==> src/hdl/assert_macros.svh <==
// Assertion macros shared by the smoother RTL.
// Each macro expects clk and rst_n in the scope where it is used.
`ifndef ASSERT_MACROS_SVH
`define ASSERT_MACROS_SVH

// Same-cycle implication, disabled during reset.
`define WRPS_ASSERT_IMPL(lbl, ante, cons, msg) \
  lbl: assert property (@(posedge clk) disable iff (!rst_n) (ante) |-> (cons)) \
    else $error(msg);

// Next-cycle implication, disabled during reset.
`define WRPS_ASSERT_NEXT(lbl, ante, cons, msg) \
  lbl: assert property (@(posedge clk) disable iff (!rst_n) (ante) |=> (cons)) \
    else $error(msg);

`endif

==> src/hdl/wrps_pkg.sv <==
// Package for the weighted rank profile smoother: payload structs, opcodes,
// sequencer states and divider request/response types. No dependencies.
package wrps_pkg;

  localparam int MAX_BINS_DEF        = 4096;
  localparam int MAX_HALF_WINDOW_DEF = 16;

  localparam int SUM_W     = 40;
  localparam int CNT_W     = 24;
  localparam int IDX_OUT_W = 12;
  localparam int HW_CFG_W  = 5;
  localparam int WEIGHT_W  = 17;
  localparam int WEIGHT_ONE = 65536;

  localparam int DIVD_W    = 64;
  localparam int DIVR_W    = 24;
  localparam int DIV_CNT_W = 7;
  localparam logic [DIV_CNT_W-1:0] MEAN_ITERS = 7'd40;
  localparam logic [DIV_CNT_W-1:0] AVG_ITERS  = 7'd64;

  typedef enum logic [1:0] {
    OP_CLEAR = 2'd0,
    OP_LOAD  = 2'd1,
    OP_EMIT  = 2'd2
  } op_t;

  typedef struct packed {
    logic [1:0]       operation;
    logic [SUM_W-1:0] bin_sum;
    logic [CNT_W-1:0] bin_count;
  } in_t;

  typedef struct packed {
    logic [SUM_W-1:0]     smoothed_sum;
    logic [IDX_OUT_W-1:0] bin_index;
    logic                 last_bin;
  } out_t;

  typedef enum logic [3:0] {
    ST_IDLE,
    ST_CTR_RD,
    ST_CTR_WT,
    ST_WIN_RD,
    ST_WIN_DIV,
    ST_DIV_WAIT,
    ST_INSERT,
    ST_WSUM_MUL,
    ST_WSUM_ACC,
    ST_AVG_DIV,
    ST_AVG_WAIT,
    ST_MUL_LO,
    ST_MUL_HI,
    ST_DONE
  } state_t;

  typedef struct packed {
    logic                 start;
    logic [DIV_CNT_W-1:0] iters;
    logic [DIVD_W-1:0]    dividend;
    logic [DIVR_W-1:0]    divisor;
  } div_req_t;

  typedef struct packed {
    logic              busy;
    logic              done;
    logic [DIVD_W-1:0] quotient;
  } div_rsp_t;

endpackage

==> src/hdl/wrps_div.sv <==
// Iterative restoring divider, one quotient bit per cycle.
// Depends on wrps_pkg and assert_macros.svh.
`include "assert_macros.svh"

module wrps_div (
  input  logic              clk,
  input  logic              rst_n,
  input  wrps_pkg::div_req_t req,
  output wrps_pkg::div_rsp_t rsp
);
  import wrps_pkg::*;

  logic [DIVR_W-1:0]    rem_r;
  logic [DIVR_W-1:0]    dvs_r;
  logic [DIVD_W-1:0]    quo_r;
  logic [DIV_CNT_W-1:0] cnt_r;
  logic                 busy_r;
  logic                 done_r;
  logic [DIVR_W:0]      trial;

  assign trial = {rem_r, quo_r[DIVD_W-1]} - {1'b0, dvs_r};

  always_ff @(posedge clk) begin
    if (!rst_n) begin
      busy_r <= 1'b0;
      done_r <= 1'b0;
    end else begin
      done_r <= 1'b0;
      if (req.start) begin
        busy_r <= 1'b1;
      end else if (busy_r && cnt_r == DIV_CNT_W'(1)) begin
        busy_r <= 1'b0;
        done_r <= 1'b1;
      end
    end
  end

  always_ff @(posedge clk) begin
    if (req.start) begin
      rem_r <= '0;
      quo_r <= req.dividend;
      dvs_r <= req.divisor;
      cnt_r <= req.iters;
    end else if (busy_r) begin
      // keep the trial difference when it does not go negative
      if (!trial[DIVR_W]) begin
        rem_r <= trial[DIVR_W-1:0];
        quo_r <= {quo_r[DIVD_W-2:0], 1'b1};
      end else begin
        rem_r <= {rem_r[DIVR_W-2:0], quo_r[DIVD_W-1]};
        quo_r <= {quo_r[DIVD_W-2:0], 1'b0};
      end
      cnt_r <= cnt_r - DIV_CNT_W'(1);
    end
  end

  assign rsp.busy     = busy_r;
  assign rsp.done     = done_r;
  assign rsp.quotient = quo_r;

  `WRPS_ASSERT_IMPL(a_start_idle, req.start, !busy_r, "divider started while busy")
  `WRPS_ASSERT_NEXT(a_start_busy, req.start, busy_r, "divider did not go busy")
  `WRPS_ASSERT_IMPL(a_done_after, done_r, $past(busy_r), "done without a run")

endmodule

==> config.mk <==
export PLATFORM = sky130hd
export DESIGN_NAME = wrps_div
export DESIGN_NICKNAME = d
export VERILOG_FILES = /design/src/hdl/wrps_pkg.sv /design/src/hdl/wrps_div.sv
export VERILOG_INCLUDE_DIRS = /design/src /design/src/hdl
export SDC_FILE = /design/constraint.sdc
export NUM_CORES = 1
export LEC_CHECK = 0
export ABC_AREA = 1
export BUFFER_PORTS_ARGS = -buffer_cell sky130_fd_sc_hd__buf_2
export CORE_MARGIN = 1.5
export CORE_UTILIZATION = 52
export DETAILED_ROUTE_END_ITERATION = 8
export PLACE_DENSITY = 0.78
export SLEW_MARGIN = 20
export SYNTH_ARGS = -nofsm -noshare
export SYNTH_HDL_FRONTEND = slang
export SYNTH_SLANG_ARGS = --single-unit
==> constraint.sdc <==
create_clock -name clk -period 3.7 [get_ports clk]
set_clock_uncertainty 0.15 [all_clocks]
set_input_delay 0.74 -clock clk [delete_from_list [all_inputs] [get_ports clk]]
set_output_delay 0.74 -clock clk [all_outputs]
set_load 0.02 [all_outputs]
==> flow_summary_export.csv, run 1 <==
group,metric,value,unit
run_status,outcome,"finished, final reports clean",
clock_tree,clock_path_buffers,2,
power,irDropWorstVdd,335,µV
sta,drv_slew,0,
sta,finalCriticalPeriod,2.89,ns
power,combinationalPowerShare,13.1,%
critical_path,crit_fanout,20,
drt,ant_nets,0,
power,p_switching,0.000999,W
final_layout,layout_commonest_cell,"nand2_1",
hold_path,hold_class,"reg2reg",
floorplan,die_area,0.0141,mm²
sta,maxSlewHeadroom,38.9,%
global_routing,antenna_found_initial,0,
drt,drc,0,
clock_tree,cts_buffers,17,
clock_tree,cts_setup_buffers,0,
critical_path,cp-start-kind,"register",
final_layout,mostFrequentLayoutCells,"nand2_1, buf_2, inv_1, edfxtp_1, nor2_1",
logic_synthesis,synth_fp_nets,1059,
critical_path,cp.required,3.86,ns
critical_path,crit_type,"reg2reg",
sta,worst_pin_slew,0.915,ns
drt,vias,6174,
floorplan,start_util,53.0,%
logic_synthesis,netlist_instances,934,
power,leakage,4.61,nW
power,clkPwrFrac,44.5,%
logic_synthesis,synth_flop_cell,"edfxtp_1",
placement,port_buffers,163,
final_layout,multi_input_area,0.00291,mm²
power,power.total,0.00390,W
placement,gp_congestion,0.882,
floorplan,io_pins,164,
global_routing,grt_pass1_wl,27300,µm
power,pwr-share-seq,42.5,%
final_layout,diodes,0,
logic_synthesis,avgSynthCellArea,7.45,µm²
clock_tree,post_cts_resized,0,
logic_synthesis,yosysSeqAreaShare,48.5,%
drt,first_iter_violations,329,
logic_synthesis,synth_edf_count,95,
floorplan,placementRows,42,
sta,finalSetupViolations,0,
power,p_int,0.00290,W
global_routing,grt_pass1_vias,6000,
floorplan,fp.dieW,119,µm
power,swShare,25.6,%
final_layout,final_nets,1221,
clock_tree,clockRootBuffer,"clkbuf_16",
critical_path,cp-end-kind,"register",
clock_tree,clk_latency,0.42,ns
global_routing,grt_max_degree,69,
clock_tree,cts-hold-fix-buffers,0,
sta,rsz0062_at_grt,"false",
clock_tree,h-tree-depth,4,
final_layout,n_fill_cell,1163,
sta,fin_setup_tns,0,ns
power,power.density,458,mW/mm²
critical_path,worstPathArrival,3.05,ns
final_layout,drive_gt1_share,19.7,%
job,drv_cap,0,
final_layout,regArea,0.00337,mm²
sta,finalCritPeriodShare,78.2,%
clock_tree,clkSlewWorstSetupHoldPaths,0.06,ns
logic_synthesis,synth.area.top_cells,"edfxtp_1, nand2_1, inv_1, dfxtp_1, ha_1",
floorplan,fp.coreArea,0.0131,mm²
drt,wirelength,16200,µm
placement,hpwlAfterDp,11700,µm
logic_synthesis,ys_warn_count,0,
final_layout,synthToLayoutAreaGrowth,22.5,%
logic_synthesis,async_reset_ff_share,0,%
drt,dr.pass1.iters,5,
logic_synthesis,yosysTopAreaCell,"edfxtp_1",
global_routing,grtUsageTotal,24.3,%
sta,fmax,346,MHz
global_routing,overflow,0,
clock_tree,clock_sinks,121,
logic_synthesis,syn_area,0.00696,mm²
clock_tree,tritoncts,"built",
sta,hold_violations,0,
floorplan,dieHeight,119,µm
logic_synthesis,synth_top_area_share,41.0,%
drt,avgRoutedWirePerCell,12.6,µm
logic_synthesis,ys_ff_latch,121,
drt,via_per_inst,4.80,
logic_synthesis,synth.distinct_cells,35,
[path summary, 6_finish.rpt]
path / startpoint / end / slack, ns / cells after the start
setup / recovery: quo_r[63]$_DFFE_PP_ / rem_r[10]$_SDFFE_PP0P_ / 0.81 / 15
hold / removal: rem_r[1]$_SDFFE_PP0P_ / rem_r[1]$_SDFFE_PP0P_ / 0.32 / 2
setup reg to reg: quo_r[63]$_DFFE_PP_ / rem_r[10]$_SDFFE_PP0P_ / 0.81 / 15
hold reg to reg: rem_r[1]$_SDFFE_PP0P_ / rem_r[1]$_SDFFE_PP0P_ / 0.32 / 2
[cells by family after synthesis]
family | synth area share, %
flops | 48.5
simple gates | 32.7
compound gates | 2.75
fa+ha+maj | 4.96
buf+inv | 9.73
xor+xnor | 1.38
[Yosys cell counts (2+ instances only)]
cell type	instances
nand4_1	8
o21ai_1	8
xor2_1	5
ha_1	26
xnor2_1	6
nand3b_1	3
a21oi_1	15
nand2_2	6
edfxtp_1	95
a31oi_1	2
nor2_2	4
nand3_1	41
inv_1	140
inv_2	6
clkbuf_1	18
o21ai_0	8
dfxtp_1	26
nand2_1	452
nor2_1	45
buf_4	4
buf_6	2
[worst max-delay path, stage by stage, from the launching register on]
cell	delay, ns
edfxtp_1	0.33
inv_1	0.06
ha_1	0.23
fa_1	0.42
inv_1	0.09
nand2_1	0.05
nand2_1	0.06
nand3_1	0.11
nand2_2	0.13
nand2_2	0.08
nand3_2	0.10
nand2_2	0.08
nand2_1	0.57
o21ai_1	0.17
nand3_1	0.11
nand2_1	0.05
[layout make-up]
type                            instances  area share, %
Timing Repair Buffer                  169           10.1
Sequential cell                       121           39.6
Clock inverter                         12           2.03
Multi-Input combinational cell        641           34.1
Tap cell                              176           2.58
Inverter                              146           6.44
Clock buffer                           20           5.12
[per-layer routing]
metal | global-route usage (%) | wire, µm
met1 | 29.8 | 6940
met2 | 41.0 | 7760
met3 | 7.24 | 1060
met4 | 8.28 | 385
met5 | 0 | 0
[flip-flops by register name, indices dropped and copies added (netlist names)]
| name | count |
|---|---|
| busy_r | 1 |
| cnt_r | 7 |
| done_r | 1 |
| dvs_r | 24 |
| quo_r | 64 |
| rem_r | 24 |
[through the flow]
stage          utilization [%]  worst slack, ns  instances  instance area (µm²)  hold slack [ns]
2_1_floorplan                -            0.431        934                 6960            0.299
3_3_place_gp              60.2            0.908       1253                 7910            0.309
3_5_place_dp              60.2            0.830       1253                 7910            0.314
4_1_cts                   64.9            0.781       1285                 8520            0.323
5_1_grt                   64.9            0.470       1285                 8520            0.328
6_report                  64.9            0.807       1285                 8520            0.320
[power groups by stage]
stage | Combinational [W] | Clock [W] | Sequential [W]
after floorplan | 0.000228 | 0 | 0.00177
after global placement | 0.000502 | 0 | 0.00168
after detailed placement | 0.000511 | 0 | 0.00168
after CTS | 0.000513 | 0.00175 | 0.00166
after global routing | 0.000569 | 0.00182 | 0.00167
final | 0.000509 | 0.00174 | 0.00166
(Power assumes the default switching activity.)
==> run 2, diff against run 1 <==
- clock period: 3.7 -> 2.8 ns (I/O delays scaled with it)
==> flow_summary_export.csv, run 2 (synthesized netlist as in run 1, its figures left out) <==
group,metric,value,unit
clock_tree,clock_path_buffers,2,
sta,fin_setup_tns,0,ns
sta,hold_violations,0,
critical_path,slowest_stage,"fa_1",
sta,fmax,405,MHz
placement,port_buffers,163,
placement,gp_congestion,0.902,
floorplan,dieHeight,119,µm
clock_tree,h-tree-depth,4,
clock_tree,clk_latency,0.42,ns
final_layout,final_cells,1287,
drt,wirelength,16500,µm
global_routing,grt_pass1_wl,27100,µm
power,irDropWorstVdd,447,µV
clock_tree,cts-hold-fix-buffers,0,
critical_path,cp-end-kind,"register",
global_routing,grt_pass1_vias,5946,
final_layout,synthToLayoutAreaGrowth,22.4,%
floorplan,die_area,0.0141,mm²
critical_path,cp.required,2.96,ns
sta,maxSlewHeadroom,68.3,%
sta,whs,0.158,ns
floorplan,placementRows,42,
placement,hpwlAfterDp,11800,µm
sta,finalCritPeriodShare,88.1,%
placement,dp.cells,1254,
final_layout,largest_registers,"quo_r x64, dvs_r x24, rem_r x24",
sta,drv_slew,0,
power,power.density,573,mW/mm²
global_routing,grtUsageTotal,24.4,%
floorplan,start_util,53.0,%
final_layout,largest_reg_flops,64,
clock_tree,post_cts_resized,0,
critical_path,r2r_cells,16,
critical_path,max_stage_delay,0.41,ns
hold_path,hold_class,"in2reg",
hold_path,min_from,"req[17]",
floorplan,fp.coreArea,0.0131,mm²
sta,rsz0062_at_grt,"false",
drt,first_iter_violations,326,
run_status,outcome,"finished, final reports clean",
final_layout,layout_commonest_cell,"nand2_1",
critical_path,crit_fanout,9,
drt,via_per_inst,4.79,
clock_tree,tritoncts,"built",
critical_path,crit_type,"reg2reg",
clock_tree,cts_buffers,17,
drt,dr.pass1.iters,5,
hold_path,holdPathStages,1,
clock_tree,clock_sinks,121,
clock_tree,cts_setup_buffers,0,
critical_path,reg2reg_from,"quo_r[63]$_DFFE_PP_",
clock_tree,clkSlewWorstSetupHoldPaths,0.06,ns
drt,ant_nets,0,
floorplan,io_pins,164,
final_layout,fin_util,64.8,%
critical_path,path_cells,"inv_1 > ha_1 > fa_1 > inv_1 > nand2_1 > nand2_1 > nand3_1 > nand2_2 > nand2_2 > nand3_2 > nand2_2 > nand2_1 > buf_4 > o21ai_1 > nand3_1 > nand2_1",
critical_path,reg2reg_to,"rem_r[11]$_SDFFE_PP0P_",
drt,drc,0,
drt,avgRoutedWirePerCell,12.8,µm
final_layout,drive_gt1_share,20.2,%
critical_path,crit_top_cell,"nand2_1",
hold_path,hold_end,"dvs_r[17]$_DFFE_PP_",
global_routing,overflow,0,
drt,vias,6167,
final_layout,mostFrequentLayoutCells,"nand2_1, buf_2, inv_1, edfxtp_1, nor2_1",
final_layout,final_nets,1222,
critical_path,worstPathArrival,2.63,ns
floorplan,fp.dieW,119,µm
job,drv_cap,0,
global_routing,grt_max_degree,92,
critical_path,cp-start-kind,"register",
sta,worst_pin_slew,0.475,ns
sta,finalCriticalPeriod,2.47,ns
sta,finalSetupViolations,0,
final_layout,top_register,"quo_r",
power,leakage,4.60,nW
critical_path,r2r_slack,0.33,ns
global_routing,antenna_found_initial,0,
clock_tree,clockRootBuffer,"clkbuf_16",
run 2: cell types whose count changed in the layout (fill, tap and decap cells not counted), moves of 2 or more:
cell        before  now
buf_4            7    5
buf_12           0    3
clkbuf_8         0    2
clkinv_4         1    5
bufinv_16        4    0
clkinvlp_4       1    3
clkbuf_1         3    0
run 2: per-stage QoR:
step / total power [W] / instance area, µm² / setup WS, ns
finish: 0.00488 / 8510 / 0.332
global route: 0.00507 / 8510 / 0.0768
CTS: 0.00491 / 8510 / 0.328
detailed placement: 0.00290 / 7960 / 0.348
global placement: 0.00289 / 7960 / 0.396
floorplan: 0.00264 / 6970 / 0.0576
run 2: routing by layer:
metal | up-vias | global-route usage [%] | wire (µm)
li1 | 3214 | - | -
met2 | 183 | 41.1 | 7930
met1 | 2751 | 29.9 | 7030
met4 | 0 | 7.83 | 299
met3 | 19 | 7.87 | 1250
met5 | - | 0 | 0
run 2: final cells by class:
type | instances | area, µm²
well taps | 176 | 220
flip-flops and latches | 121 | 3370
clock inverters | 13 | 95.1
repair buffers | 170 | 908
fillers | 1183 | 4620
multi-input cells | 641 | 2910
clock buffers | 19 | 453
diodes | 1 | 2.50
inverters | 146 | 552
run 2: worst max-delay path: cells and delay by family (launching register included):
family	cells	cell delay, ns
and+or+nand+nor	10	0.83
DFF	1	0.34
adders and majority gates	2	0.63
AOI/OAI and AO/OA	1	0.08
buffers and inverters	3	0.33
run 2: worst max path at each step:
stage	start	end	slack, ns	depth (start not counted)
finish	quo_r[63]$_DFFE_PP_	rem_r[11]$_SDFFE_PP0P_	0.33	16
global route	quo_r[63]$_DFFE_PP_	rem_r[10]$_SDFFE_PP0P_	0.08	16
CTS	quo_r[63]$_DFFE_PP_	rem_r[7]$_SDFFE_PP0P_	0.33	15
detailed placement	quo_r[63]$_DFFE_PP_	rem_r[9]$_SDFFE_PP0P_	0.35	15
global placement	quo_r[63]$_DFFE_PP_	quo_r[0]$_DFFE_PP_	0.40	13
floorplan	req[95]	cnt_r[0]$_DFFE_PP_	0.06	4
run 2: power by group:
part | switching, W | internal, W | total (W)
logic | 0.000444 | 0.000237 | 0.000680
clock network | 0.000832 | 0.00118 | 0.00201
registers | 0.0000718 | 0.00211 | 0.00219
